--- src/hdl/framed_message_ring_buffer_assert.svh ---
// assertion macros for the framed message ring buffer
// each macro assumes signals named clk and rst_n in the calling module
`ifndef FRAMED_MESSAGE_RING_BUFFER_ASSERT_SVH
`define FRAMED_MESSAGE_RING_BUFFER_ASSERT_SVH
`ifndef SYNTH
`define FMRB_ASSERT_IMPLY(label, cond, prop) \
    label: assert property (@(posedge clk) disable iff (!rst_n) (cond) |-> (prop)) \
        else $error("fmrb assertion failed");
`define FMRB_ASSERT_NEXT(label, cond, prop) \
    label: assert property (@(posedge clk) disable iff (!rst_n) (cond) |=> (prop)) \
        else $error("fmrb assertion failed");
`else
`define FMRB_ASSERT_IMPLY(label, cond, prop)
`define FMRB_ASSERT_NEXT(label, cond, prop)
`endif
`endif

--- src/hdl/fmrb_pkg.sv ---
`timescale 1ns / 1ps
package fmrb_pkg;

    localparam int LEN_W = 11;

    localparam logic [1:0] CMD_BEGIN_PUT  = 2'd0;
    localparam logic [1:0] CMD_PUT_DATA   = 2'd1;
    localparam logic [1:0] CMD_GET_HEADER = 2'd2;
    localparam logic [1:0] CMD_GET_BYTE   = 2'd3;

    localparam logic [2:0] ST_OK        = 3'd0;
    localparam logic [2:0] ST_TOO_LONG  = 3'd1;
    localparam logic [2:0] ST_NO_SPACE  = 3'd2;
    localparam logic [2:0] ST_EMPTY     = 3'd3;
    localparam logic [2:0] ST_SEQ_ERROR = 3'd4;

    localparam logic [LEN_W-1:0] MAX_BYTES = 11'h400;
    localparam logic [LEN_W-1:0] MAX_WORDS = 11'h200;
    localparam logic [3:0]       HDR_PAD   = 4'd5;

    typedef struct packed {
        logic [1:0]       cmd;
        logic [2:0]       frame_kind;
        logic             word_mode;
        logic [LEN_W-1:0] length;
        logic [15:0]      data_word;
    } in_item_t;

    typedef struct packed {
        logic [2:0]       status;
        logic [2:0]       frame_kind_out;
        logic [LEN_W-1:0] length_out;
        logic [7:0]       data_byte;
        logic             last;
        logic             host_interrupt;
    } out_item_t;

endpackage

--- src/hdl/fmrb_out_stage.sv ---
`timescale 1ns / 1ps
module fmrb_out_stage
    import fmrb_pkg::*;
(
    input  logic      clk,
    input  logic      rst_n,
    input  logic      load,
    input  out_item_t load_item,
    output logic      free,
    output logic      rsp_valid,
    output out_item_t rsp_item,
    input  logic      rsp_stall
);

    logic      valid_reg;
    logic      valid_next;
    out_item_t item_reg;

    always_comb
    begin
        if (load)
        begin
            valid_next = 1'b1;
        end
        else if (rsp_stall)
        begin
            valid_next = valid_reg;
        end
        else
        begin
            valid_next = 1'b0;
        end
    end

    always_ff @(posedge clk or negedge rst_n)
    begin
        if (!rst_n)
        begin
            valid_reg <= 1'b0;
        end
        else
        begin
            valid_reg <= valid_next;
        end
    end

    always_ff @(posedge clk)
    begin
        if (load)
        begin
            item_reg <= load_item;
        end
    end

    assign free      = !valid_reg || !rsp_stall;
    assign rsp_valid = valid_reg;
    assign rsp_item  = item_reg;

endmodule

--- config.mk ---
export PLATFORM = sky130hd
export DESIGN_NAME = fmrb_out_stage
export DESIGN_NICKNAME = d
export VERILOG_FILES = /design/src/hdl/framed_message_ring_buffer_assert.svh /design/src/hdl/fmrb_pkg.sv /design/src/hdl/fmrb_out_stage.sv
export SDC_FILE = /design/constraint.sdc
export NUM_CORES = 1
export LEC_CHECK = 0
export BUFFER_PORTS_ARGS = -buffer_cell sky130_fd_sc_hd__clkbuf_2
export CAP_MARGIN = 20
export CELL_PAD_IN_SITES_DETAIL_PLACEMENT = 1
export CELL_PAD_IN_SITES_GLOBAL_PLACEMENT = 1
export CORE_MARGIN = 2
export CORE_UTILIZATION = 30
export DETAILED_ROUTE_END_ITERATION = 10
export PLACE_DENSITY = 0.8
export SYNTH_ARGS = -nofsm -noshare
export SYNTH_HDL_FRONTEND = slang
export SYNTH_SLANG_ARGS = --single-unit
export TNS_END_PERCENT = 30
--- constraint.sdc ---
create_clock -name clk -period 0.8 [get_ports clk]
set_input_delay 0.12 -clock clk [delete_from_list [all_inputs] [get_ports clk]]
set_output_delay 0.12 -clock clk [all_outputs]
set_load 0.01 [all_outputs]
==> flow_summary.yaml <==
global_route:
  top_usage_layer: "met2"
  use_met2_pct: 28.7
  first_global_vias: 711
  grt_use_met1_pct: 13.3
  antenna_found_initial: 0
  grt_max_degree: 16
  grt_first_pass_wirelength_um: 3330
  use_met3_pct: 4.08
  grt_overflow_total: 0
  grt_usage_pct: 14.1
critical_path:
  cpPeakStageDelay_ns: 0.42
  timing.rr.end: "rsp_valid"
  worstReg2RegStart: "rsp_valid"
  end_kind: "output port"
  critical_path.endpoint: "free"
  cp_cell_sequence: "nand2_1 -> buf_2"
  r2r_setup_slack_ns: 0.12
  crit_slowest_cell: "dfrtp_1"
  worstPathArrival_ns: 0.92
  worst-setup-path-type: "flip-flop to output port"
  cp-start-kind: "flip-flop"
  crit_fanout: 3
  r2r_cells: 1
  cp.required_ns: 0.68
  critPathLaunch: "rsp_valid"
logic_synthesis:
  synth_top_area_share_pct: 95.7
  synth_seq_area_share_pct: 98.7
  async_flop_share_pct: 3.57
  yosys_warnings: 0
  synthXorXnorAreaFrac_pct: 0
  syn_area_sq_um: 847
  synth_area_leaders: "edfxtp_1 (96%), dfrtp_1 (3.0%), a21o_1 (0.89%), nand2_1 (0.44%)"
  synth_adder_area_share_pct: 0
  yosys-top-cells-count: "edfxtp_1 (27), a21o_1 (1), dfrtp_1 (1), nand2_1 (1)"
  avgSynthCellArea_sq_um: 28.2
  ys_dominant_reg_cell: "edfxtp_1"
  synth.most_common_cell: "edfxtp_1"
  synth-edff-count: 27
  synth-simple-area-share_pct: 0.443
  synth.area.mux_share_pct: 0
  ys_ff_latch: 28
  synth-compound-area-share_pct: 0.886
  synth_cell_types: 4
  synthCells: 30
  synth_nets: 61
  yosysTopAreaCell: "edfxtp_1"
  synth_top_family_by_area: "compound AO/OA/AOI/OAI gates"
sta:
  min_period_ns: 1.04
  setup_slack_ns: -0.243
  setup_viol: 29
  skew_ns: 0
  hold_violations: 0
  fmax_ghz: 0.959
  rsz0062_at_grt: "yes"
  tns_ns: -4.91
  slew_headroom_pct: 89.9
  slew_viol_final: 0
  min_period_over_period_pct: 130
  worstMarginPinSlew_ns: 0.151
  whs_ns: 0.00741
clock_network:
  cts_tree: "done"
  clk_path_buf_depth: 2
  numCtsBuffers: 3
  h-tree-depth: 1
  cts.sinks: 28
  cts_root_buffer: "clkbuf_4"
  post-cts-setup-buffers: 0
  clkLatencyLatePin_ns: 0.32
  path_clk_slew_ns: 0.15
placed_design:
  gp_congestion: 0.648
  io_buffers: 59
  placed_cell_area_sq_um: 1230
  placed_cells: 123
  place_ws_ns: 0.0531
routing:
  vias: 640
  routed_via_density: 4.13
  firstDrtPassIters: 2
  drc: 0
  drt_iter0_drc: 3
  ant_nets: 0
  wirelength_um: 2170
  avgRoutedWirePerCell_um: 14.0
floorplanning:
  start_util_pct: 31.3
  die_w_um: 57.1
  num_rows: 19
  fp.dieArea_sq_um: 3260
  core_sq_um: 2710
  fp.dieH_um: 57.1
  ios: 60
final_layout:
  areaGrowthSynthToFinish_pct: 82.4
  fin_cells: 155
  drive_gt1_share_pct: 53.2
  fin_util_pct: 57.0
  fin_area_sq_um: 1550
  fin_nets: 156
  insertedDiodeCount: 0
pwr:
  powerDensity_nw_per_um2: 1840
  leakage_nw: 0.688
  ir_drop_uv: 1230
  power_mw: 2.85
outcome:
  status: "finished with violations"
  violations: "negative setup slack"
min_path:
  hold_path_class: "input port to flip-flop"
run:
  cap_violations: 0
flip-flops by register name (all words and copies together), names as in the netlist:
register and cells:
rsp_valid 1, rsp_item 27
final cells by class:
type / instances / area (sq um)
fill: 286 / 1160
clock buffer: 4 / 36.3
multi-input combinational: 2 / 11.3
sequential: 28 / 836
tap: 31 / 38.8
timing repair buffer: 90 / 623
report_power, final:
group / switching, mW / total, mW / internal (mW)
clock network: 0.391 / 0.669 / 0.278
logic: 0.176 / 0.413 / 0.237
registers: 0.0333 / 1.77 / 1.73
total: 0.601 / 2.85 / 2.25
routing by layer:
metal  vias up  share of wire, %
met5         -                 0
met4         0                 0
met3         0               6.3
met2        31                62
met1       302                32
li1        307                 -
placed cells by master, fill, tap and decap left out, drive strengths merged:
master and count:
buf 6, dfrtp 1, a21o 1, dlygate4sd3 28, clkbuf 60, edfxtp 27, nand2 1
worst min-delay path by stage:
stage	startpoint	end	slack [ns]	depth (start not counted)
after floorplan	rst_n	rsp_valid	-0.18	0
after detailed placement	rst_n	rsp_valid	-0.1	1
after CTS	rsp_stall	rsp_valid	0.003	2
after global routing	rsp_stall	rsp_valid	0.007	2
after global placement	rst_n	rsp_valid	-0.11	1
final	rsp_stall	rsp_valid	0.007	2
critical path: cells and delay by family (launching register included):
| kind | cells | cell delay, ns |
|---|---|---|
| flip-flops | 1 | 0.42 |
| buffers and inverters | 1 | 0.12 |
| AND/OR/NAND/NOR | 1 | 0.06 |
logic make-up after synthesis:
kind of cell | Yosys count
compound gates | 1
flops | 28
simple gates | 1
repair_timing:
item / in CTS / in global routing
gates resized for setup: 0 / 3
hold buffers: 28 / 0
pin swaps: 1 / 0
endpoints found under the setup margin: 29 / 29
hold endpoints to repair: 28 / 0
Power figures use the tool's default switching activity.
