===== src/hdl/framed_message_ring_buffer_assert.svh =====
// assertion macros for the framed message ring buffer
// each macro assumes signals named clk and rst_n in the calling module
`ifndef FRAMED_MESSAGE_RING_BUFFER_ASSERT_SVH
`define FRAMED_MESSAGE_RING_BUFFER_ASSERT_SVH
`ifndef SYNTH
`define FMRB_ASSERT_IMPLY(label, cond, prop) \
    label: assert property (@(posedge clk) disable iff (!rst_n) (cond) |-> (prop)) \
        else $error("fmrb assertion failed");
`define FMRB_ASSERT_NEXT(label, cond, prop) \
    label: assert property (@(posedge clk) disable iff (!rst_n) (cond) |=> (prop)) \
        else $error("fmrb assertion failed");
`else
`define FMRB_ASSERT_IMPLY(label, cond, prop)
`define FMRB_ASSERT_NEXT(label, cond, prop)
`endif
`endif


===== src/hdl/fmrb_pkg.sv =====
`timescale 1ns / 1ps
package fmrb_pkg;

    localparam int LEN_W = 11;

    localparam logic [1:0] CMD_BEGIN_PUT  = 2'd0;
    localparam logic [1:0] CMD_PUT_DATA   = 2'd1;
    localparam logic [1:0] CMD_GET_HEADER = 2'd2;
    localparam logic [1:0] CMD_GET_BYTE   = 2'd3;

    localparam logic [2:0] ST_OK        = 3'd0;
    localparam logic [2:0] ST_TOO_LONG  = 3'd1;
    localparam logic [2:0] ST_NO_SPACE  = 3'd2;
    localparam logic [2:0] ST_EMPTY     = 3'd3;
    localparam logic [2:0] ST_SEQ_ERROR = 3'd4;

    localparam logic [LEN_W-1:0] MAX_BYTES = 11'h400;
    localparam logic [LEN_W-1:0] MAX_WORDS = 11'h200;
    localparam logic [3:0]       HDR_PAD   = 4'd5;

    typedef struct packed {
        logic [1:0]       cmd;
        logic [2:0]       frame_kind;
        logic             word_mode;
        logic [LEN_W-1:0] length;
        logic [15:0]      data_word;
    } in_item_t;

    typedef struct packed {
        logic [2:0]       status;
        logic [2:0]       frame_kind_out;
        logic [LEN_W-1:0] length_out;
        logic [7:0]       data_byte;
        logic             last;
        logic             host_interrupt;
    } out_item_t;

endpackage


===== src/hdl/fmrb_ctrl.sv =====
`timescale 1ns / 1ps
`include "framed_message_ring_buffer_assert.svh"
module fmrb_ctrl
    import fmrb_pkg::*;
#(
    parameter int DEPTH = 2048,
    parameter int AW    = 11
) (
    input  logic          clk,
    input  logic          rst_n,
    input  logic          cmd_valid,
    output logic          cmd_stall,
    input  in_item_t      cmd_item,
    input  logic          out_free,
    output logic          res_load,
    output out_item_t     res_item,
    output logic          wr_en,
    output logic [AW-1:0] wr_addr,
    output logic [15:0]   wr_data,
    output logic          rd_en,
    output logic [AW-1:0] rd_addr,
    input  logic [15:0]   rd_data
);

    localparam logic [AW-1:0] LAST_IDX  = AW'(DEPTH - 1);
    localparam logic [AW:0]   DEPTH_V   = (AW + 1)'(DEPTH);
    localparam logic [AW+1:0] SPACE_LIM = (AW + 2)'(DEPTH - 1);

    function automatic logic [AW-1:0] ring_next(input logic [AW-1:0] p);
        logic [AW-1:0] r;
        r = (p == LAST_IDX) ? '0 : p + AW'(1);
        return r;
    endfunction

    logic             busy_reg;
    in_item_t         item_reg;
    logic [AW-1:0]    read_pointer_reg, read_pointer_next;
    logic [AW-1:0]    write_pointer_reg, write_pointer_next;
    logic [AW-1:0]    put_cursor_reg, put_cursor_next;
    logic [LEN_W-1:0] put_remaining_reg, put_remaining_next;
    logic             put_active_reg, put_active_next;
    logic             put_in_words_reg, put_in_words_next;
    logic [7:0]       held_high_byte_reg, held_high_byte_next;
    logic             high_byte_waiting_reg, high_byte_waiting_next;
    logic [AW-1:0]    get_cursor_reg, get_cursor_next;
    logic [LEN_W-1:0] get_remaining_reg, get_remaining_next;
    logic [AW-1:0]    get_end_pointer_reg, get_end_pointer_next;
    logic             get_low_phase_reg, get_low_phase_next;

    logic             accept;
    logic [AW:0]      used;
    logic [LEN_W-1:0] words;
    logic [AW+1:0]    need;
    logic [LEN_W-1:0] hdr_count;
    logic [LEN_W-1:0] cnt;
    logic [LEN_W:0]   cnt_p1;
    logic [AW:0]      end_sum;
    logic [AW:0]      end_wrap;
    logic [AW-1:0]    end_ptr;
    logic [LEN_W-1:0] want;
    logic [AW-1:0]    cursor_adv;

    assign accept    = cmd_valid && !cmd_stall;
    assign cmd_stall = busy_reg || !out_free;
    assign rd_en     = accept;
    assign rd_addr   = (cmd_item.cmd == CMD_GET_HEADER) ? read_pointer_reg : get_cursor_reg;
    assign res_load  = busy_reg;

    always_comb
    begin
        if (write_pointer_reg >= read_pointer_reg)
        begin
            used = {1'b0, write_pointer_reg} - {1'b0, read_pointer_reg};
        end
        else
        begin
            used = {1'b0, write_pointer_reg} + DEPTH_V - {1'b0, read_pointer_reg};
        end
        words = item_reg.word_mode ? item_reg.length : {1'b0, item_reg.length[LEN_W-1:1]};
        need  = {1'b0, used} + (AW + 2)'(words) + (AW + 2)'(HDR_PAD);
        hdr_count = item_reg.word_mode ? {item_reg.length[LEN_W-2:0], 1'b0}
                                       : item_reg.length;
        cnt      = rd_data[LEN_W-1:0];
        cnt_p1   = {1'b0, cnt} + (LEN_W + 1)'(1);
        end_sum  = {1'b0, read_pointer_reg} + (AW + 1)'(1) + (AW + 1)'(cnt_p1[LEN_W:1]);
        end_wrap = end_sum - DEPTH_V;
        end_ptr  = (end_sum >= DEPTH_V) ? end_wrap[AW-1:0] : end_sum[AW-1:0];
        want     = (cnt < item_reg.length) ? cnt : item_reg.length;
        cursor_adv = ring_next(put_cursor_reg);
    end

    always_comb
    begin
        read_pointer_next      = read_pointer_reg;
        write_pointer_next     = write_pointer_reg;
        put_cursor_next        = put_cursor_reg;
        put_remaining_next     = put_remaining_reg;
        put_active_next        = put_active_reg;
        put_in_words_next      = put_in_words_reg;
        held_high_byte_next    = held_high_byte_reg;
        high_byte_waiting_next = high_byte_waiting_reg;
        get_cursor_next        = get_cursor_reg;
        get_remaining_next     = get_remaining_reg;
        get_end_pointer_next   = get_end_pointer_reg;
        get_low_phase_next     = get_low_phase_reg;
        wr_en    = 1'b0;
        wr_addr  = put_cursor_reg;
        wr_data  = item_reg.data_word;
        res_item = '0;

        if (busy_reg)
        begin
            unique case (item_reg.cmd)
                CMD_BEGIN_PUT:
                begin
                    if (put_active_reg)
                    begin
                        res_item.status = ST_SEQ_ERROR;
                    end
                    else if (item_reg.length > (item_reg.word_mode ? MAX_WORDS : MAX_BYTES))
                    begin
                        res_item.status = ST_TOO_LONG;
                    end
                    else if (need >= SPACE_LIM)
                    begin
                        res_item.status = ST_NO_SPACE;
                    end
                    else
                    begin
                        wr_en   = 1'b1;
                        wr_addr = write_pointer_reg;
                        wr_data = {1'b0, item_reg.frame_kind, 1'b0, hdr_count};
                        put_cursor_next        = ring_next(write_pointer_reg);
                        put_remaining_next     = item_reg.length;
                        put_in_words_next      = item_reg.word_mode;
                        held_high_byte_next    = 8'h00;
                        high_byte_waiting_next = 1'b0;
                        if (item_reg.length == '0)
                        begin
                            write_pointer_next      = ring_next(write_pointer_reg);
                            res_item.host_interrupt = 1'b1;
                        end
                        else
                        begin
                            put_active_next = 1'b1;
                        end
                    end
                end
                CMD_PUT_DATA:
                begin
                    if (!put_active_reg || put_remaining_reg == '0)
                    begin
                        res_item.status = ST_SEQ_ERROR;
                    end
                    else
                    begin
                        if (put_in_words_reg)
                        begin
                            wr_en           = 1'b1;
                            put_cursor_next = cursor_adv;
                        end
                        else if (!high_byte_waiting_reg)
                        begin
                            held_high_byte_next    = item_reg.data_word[7:0];
                            high_byte_waiting_next = 1'b1;
                            if (put_remaining_reg == LEN_W'(1))
                            begin
                                wr_en   = 1'b1;
                                wr_data = {item_reg.data_word[7:0], 8'h00};
                                put_cursor_next        = cursor_adv;
                                high_byte_waiting_next = 1'b0;
                            end
                        end
                        else
                        begin
                            wr_en   = 1'b1;
                            wr_data = {held_high_byte_reg, item_reg.data_word[7:0]};
                            put_cursor_next        = cursor_adv;
                            high_byte_waiting_next = 1'b0;
                        end
                        put_remaining_next = put_remaining_reg - LEN_W'(1);
                        if (put_remaining_reg == LEN_W'(1))
                        begin
                            write_pointer_next      = put_cursor_next;
                            put_active_next         = 1'b0;
                            res_item.host_interrupt = 1'b1;
                        end
                    end
                end
                CMD_GET_HEADER:
                begin
                    if (get_remaining_reg != '0)
                    begin
                        res_item.status = ST_SEQ_ERROR;
                    end
                    else if (read_pointer_reg == write_pointer_reg)
                    begin
                        res_item.status = ST_EMPTY;
                    end
                    else
                    begin
                        res_item.frame_kind_out = rd_data[14:12];
                        res_item.length_out     = cnt;
                        get_cursor_next       = ring_next(read_pointer_reg);
                        get_end_pointer_next  = end_ptr;
                        get_remaining_next    = want;
                        get_low_phase_next    = 1'b0;
                        if (want == '0)
                        begin
                            read_pointer_next = end_ptr;
                            res_item.last     = 1'b1;
                        end
                    end
                end
                CMD_GET_BYTE:
                begin
                    if (get_remaining_reg == '0)
                    begin
                        res_item.status = ST_SEQ_ERROR;
                    end
                    else
                    begin
                        if (!get_low_phase_reg)
                        begin
                            res_item.data_byte = rd_data[15:8];
                            get_low_phase_next = 1'b1;
                        end
                        else
                        begin
                            res_item.data_byte = rd_data[7:0];
                            get_low_phase_next = 1'b0;
                            get_cursor_next    = ring_next(get_cursor_reg);
                        end
                        get_remaining_next = get_remaining_reg - LEN_W'(1);
                        if (get_remaining_reg == LEN_W'(1))
                        begin
                            read_pointer_next  = get_end_pointer_reg;
                            get_low_phase_next = 1'b0;
                            res_item.last      = 1'b1;
                        end
                    end
                end
                default:
                begin
                    res_item.status = ST_SEQ_ERROR;
                end
            endcase
        end
    end

    always_ff @(posedge clk or negedge rst_n)
    begin
        if (!rst_n)
        begin
            busy_reg              <= 1'b0;
            read_pointer_reg      <= '0;
            write_pointer_reg     <= '0;
            put_cursor_reg        <= '0;
            put_remaining_reg     <= '0;
            put_active_reg        <= 1'b0;
            put_in_words_reg      <= 1'b0;
            held_high_byte_reg    <= '0;
            high_byte_waiting_reg <= 1'b0;
            get_cursor_reg        <= '0;
            get_remaining_reg     <= '0;
            get_end_pointer_reg   <= '0;
            get_low_phase_reg     <= 1'b0;
        end
        else
        begin
            busy_reg              <= accept;
            read_pointer_reg      <= read_pointer_next;
            write_pointer_reg     <= write_pointer_next;
            put_cursor_reg        <= put_cursor_next;
            put_remaining_reg     <= put_remaining_next;
            put_active_reg        <= put_active_next;
            put_in_words_reg      <= put_in_words_next;
            held_high_byte_reg    <= held_high_byte_next;
            high_byte_waiting_reg <= high_byte_waiting_next;
            get_cursor_reg        <= get_cursor_next;
            get_remaining_reg     <= get_remaining_next;
            get_end_pointer_reg   <= get_end_pointer_next;
            get_low_phase_reg     <= get_low_phase_next;
        end
    end

    always_ff @(posedge clk)
    begin
        if (accept)
        begin
            item_reg <= cmd_item;
        end
    end

    `FMRB_ASSERT_NEXT(a_accept_then_busy, accept, busy_reg)
    `FMRB_ASSERT_IMPLY(a_no_accept_when_busy, busy_reg, !accept)
    `FMRB_ASSERT_IMPLY(a_write_only_in_execute, wr_en, busy_reg)
    `FMRB_ASSERT_IMPLY(a_irq_only_on_ok, res_load && res_item.host_interrupt,
                       res_item.status == ST_OK)
    `FMRB_ASSERT_IMPLY(a_low_phase_has_bytes, get_low_phase_reg, get_remaining_reg != '0)

endmodule


===== config.mk =====
export PLATFORM = sky130hd
export DESIGN_NAME = fmrb_ctrl
export DESIGN_NICKNAME = d
export VERILOG_FILES = /design/src/hdl/fmrb_pkg.sv /design/src/hdl/fmrb_ctrl.sv
export VERILOG_INCLUDE_DIRS = /design/src /design/src/hdl
export SDC_FILE = /design/constraint.sdc
export NUM_CORES = 1
export LEC_CHECK = 0
export BUFFER_PORTS_ARGS = -buffer_cell sky130_fd_sc_hd__buf_2
export CAP_MARGIN = 20
export CORE_ASPECT_RATIO = 0.75
export CORE_MARGIN = 5
export CORE_UTILIZATION = 50
export CTS_CLUSTER_SIZE = 20
export DETAILED_ROUTE_END_ITERATION = 6
export HOLD_SLACK_MARGIN = 0.06
export PLACE_DENSITY = 0.75
export SETUP_SLACK_MARGIN = 0.15
export SLEW_MARGIN = 30
export SYNTH_ARGS = -nofsm -noshare
export SYNTH_HDL_FRONTEND = slang
export SYNTH_SLANG_ARGS = --single-unit
export TNS_END_PERCENT = 30

===== constraint.sdc =====
create_clock -name clk -period 14.6 [get_ports clk]
set_input_delay 0 -clock clk [delete_from_list [all_inputs] [get_ports clk]]
set_output_delay 0 -clock clk [all_outputs]
set_load 0.03 [all_outputs]

==> flow_summary.ini <==
[sta]
unrepaired_setup_endpoints_after_global_routing = false
worst_slew_pin_tran_ns = 1.006
setup-violations-final = 0
period_needed_ns = 5.854
finalMaxSlewViolations = 0
setup-tns-final_ns = 0
timing.final.crit_share_pct = 40.09
max_clock_freq_mhz = 170.8
worst_clock_skew_ns = 0.01025
slew_headroom_pct = 32.56
finalHoldViolCount = 0

[die]
die_width_um = 167.4
io-pin-count = 122
placement_rows = 43
core_area_um2 = 18350
dieHeight_um = 128.0
initial_utilization_pct = 50.62
die_area_um2 = 21430

[placement]
port_buffers = 121
place_congestion = 0.9125
dp_hpwl_um = 19740

[global_routing]
grt_max_degree = 52
grt_usage_pct = 26.01
wire_length_of_the_first_global_routing_pass_um = 45140
initial_antenna_violation_count = 0
global_route.overflow_total = 0
grt_pass1_vias = 8511

[outcome]
status = complete, no violations

[logic_synthesis]
synth.cell_area_um2 = 9288
synth-seq-area-share_pct = 34.92
synth_area_leader_cell = sky130_fd_sc_hd__dfrtp_1
netlist.area_leader.share_pct = 24.25
syn-mean-instance-area_um2 = 8.913
synthDistinctLibCells = 78
yosys_warnings = 0
ys_ff_latch = 123
yosysMostFrequentCell = sky130_fd_sc_hd__nand2_1
post_synth_inst_count = 1042
synth.net_count = 1162
synth_top_cells_by_area = sky130_fd_sc_hd__dfrtp_1, sky130_fd_sc_hd__edfxtp_1, sky130_fd_sc_hd__ha_1
synth_edf_count = 33
postSynth.topFlopCell = sky130_fd_sc_hd__dfrtp_1
synthArstFlopShare_pct = 73.17
synth.cells.most_frequent = sky130_fd_sc_hd__nand2_1, sky130_fd_sc_hd__dfrtp_1, sky130_fd_sc_hd__o21ai_0

[route]
routed_wire_length_per_instance_um = 19.08
via_per_inst = 5.983
drt_first_pass_iters = 5
route.vias.total = 8676
antenna_violating_nets_post_route = 0
wl_um = 27670
initialDrtViolationCount = 991
route.detailed.drc = 0

[flow_run]
count_of_max_cap_constraint_violations = 0

[power]
cellLeakagePower_nw = 4.968
power_mw = 1.219
power.density_nw_per_um2 = 109.4
net-switching-power_uw = 411.7
p_comb_share_pct = 25.6
power_switching_share_pct = 33.77
power_frac_seq_pct = 36.9
max-vdd-ir-drop_mv = 0.06100
power.share.clock_pct = 37.5
power.internal_uw = 807.3

[setup_path]
worstSetupStartpointType = register
critPathRequiredTime_ns = 14.60
worstSetupPathType = reg2out
timing.critical_path.to_type = output port
arrival_ns = 5.85
path_max_fanout = 13

[hold_path]
timing.hold.worst.class = in2reg

[clock_tree]
clk_transition_reported_paths_ns = 0.06
cts.hold.buffers_added = 40
tritoncts_num_sinks = 123
cts_resized = 0
postCtsSetupRepairBufs = 0
clk_path_buf_depth = 2
cts_root_buffer = sky130_fd_sc_hd__clkbuf_16
cts-buffers-inserted = 17
cts_tree = built
clk_latency_ns = 0.43
cts_htree_levels = 4

[final_layout]
number_of_flip_flops_in_the_largest_register = 33
post_route_cells_drive_above_1_share_pct = 19.12
synthToLayoutAreaGrowth_pct = 19.98
finish.net_count = 1310
n_antenna_cell = 0
## cells by family after synthesis
logic type               after synthesis  synth area share [%]
buffers and inverters                 95                 4.068
multiplexers                          72                 8.447
AO/OA/AOI/OAI                        276                 19.29
AND/OR/NAND/NOR                      356                 19.01
XOR/XNOR                              53                 4.998
adder cells (fa/ha/maj)               67                 9.269
flip-flops                           123                 34.92
## area by class of cell
class,instances,area (µm²)
fillers,1539,7203
multi-input cells,824,5684
flip-flops and latches,123,3243
repair buffers,171,1084
clock buffers,18,429.2
well taps,247,309.0
inverters,53,198.9
clock inverters,14,195.2
## final timing paths
check	from	endpoint	slack (ns)	depth (start not counted)
max	read_pointer_reg[0]	wr_addr[3]	8.75	19
min	rd_data[1]	get_remaining_reg[1]	0.09	3
max reg2reg	read_pointer_reg[1]	put_cursor_reg[6]	8.98	18
min reg2reg	get_end_pointer_reg[3]	get_end_pointer_reg[3]	0.47	2
max in group asynchronous	rst_n	held_high_byte_reg[1]	13.39	3
min in group asynchronous	rst_n	get_cursor_reg[3]	0.10	2
## layer usage
layer  vias to the layer above  global-route usage, %  part of all wire (%)
met3                        50                  5.734                   8.6
met2                       397                  39.54                    43
met1                      4102                  37.71                    46
met5                         -                      0                     0
li1                       4127                      -                     -
met4                         0                  6.918                   1.8
## stage by stage
stage / std cells / area, µm² / setup slack, ns / utilization [%] / hold slack (ns)
finish: 1450 / 11140 / 8.746 / 60.74 / 0.09151
global route: 1450 / 11140 / 8.359 / 60.74 / 0.08213
CTS: 1450 / 11140 / 8.827 / 60.70 / 0.07457
detailed placement: 1378 / 10110 / 9.051 / 55.11 / 0.01994
global placement: 1378 / 10110 / 9.240 / 55.11 / 0.01456
floorplan: 1042 / 9288 / 9.987 / - / -0.2956
## placed cells by master, fill, tap and decap left out, drive strengths merged, types with 5 or more instances in the layout
cell	instances
a21o	10
a21oi	60
a221o	5
a22o	19
a31oi	5
and2	18
and3	15
buf	131
clkbuf	18
clkinv	6
dfrtp	90
dlygate4sd3	40
edfxtp	33
ha	64
inv	54
mux2	48
mux2i	24
nand2	100
nand2b	10
nand3	33
nand4	15
nor2	84
nor2b	9
nor3	30
nor4	15
o211ai	6
o21a	7
o21ai	92
o221ai	9
o22ai	15
or3	9
xnor2	32
xor2	21
## power groups by stage
stage,logic [mW],registers [mW],clock network [mW]
6_report,0.312,0.450,0.457
5_1_grt,0.348,0.456,0.476
4_1_cts,0.310,0.447,0.457
3_5_place_dp,0.299,0.453,0
3_3_place_gp,0.292,0.452,0
2_1_floorplan,0.228,0.435,0
## worst max-delay path, cell delays in order, from the launching register on
cell,delay [ns]
sky130_fd_sc_hd__dfrtp_1,0.49
sky130_fd_sc_hd__ha_1,0.29
sky130_fd_sc_hd__fa_1,0.41
sky130_fd_sc_hd__nor2b_1,0.14
sky130_fd_sc_hd__o21ai_0,0.08
sky130_fd_sc_hd__nand2b_1,0.14
sky130_fd_sc_hd__nor2b_1,0.20
sky130_fd_sc_hd__o31a_1,0.21
sky130_fd_sc_hd__nor2_1,0.09
sky130_fd_sc_hd__ha_1,0.31
sky130_fd_sc_hd__ha_1,0.40
sky130_fd_sc_hd__a21o_1,0.23
sky130_fd_sc_hd__o21ai_0,0.16
sky130_fd_sc_hd__a31oi_1,0.07
sky130_fd_sc_hd__o21ai_0,0.21
sky130_fd_sc_hd__mux2i_1,0.22
sky130_fd_sc_hd__nor3_2,0.87
sky130_fd_sc_hd__buf_4,0.35
sky130_fd_sc_hd__mux2_2,0.37
sky130_fd_sc_hd__buf_2,0.18
No activity file was read; power rests on OpenSTA's default activity.
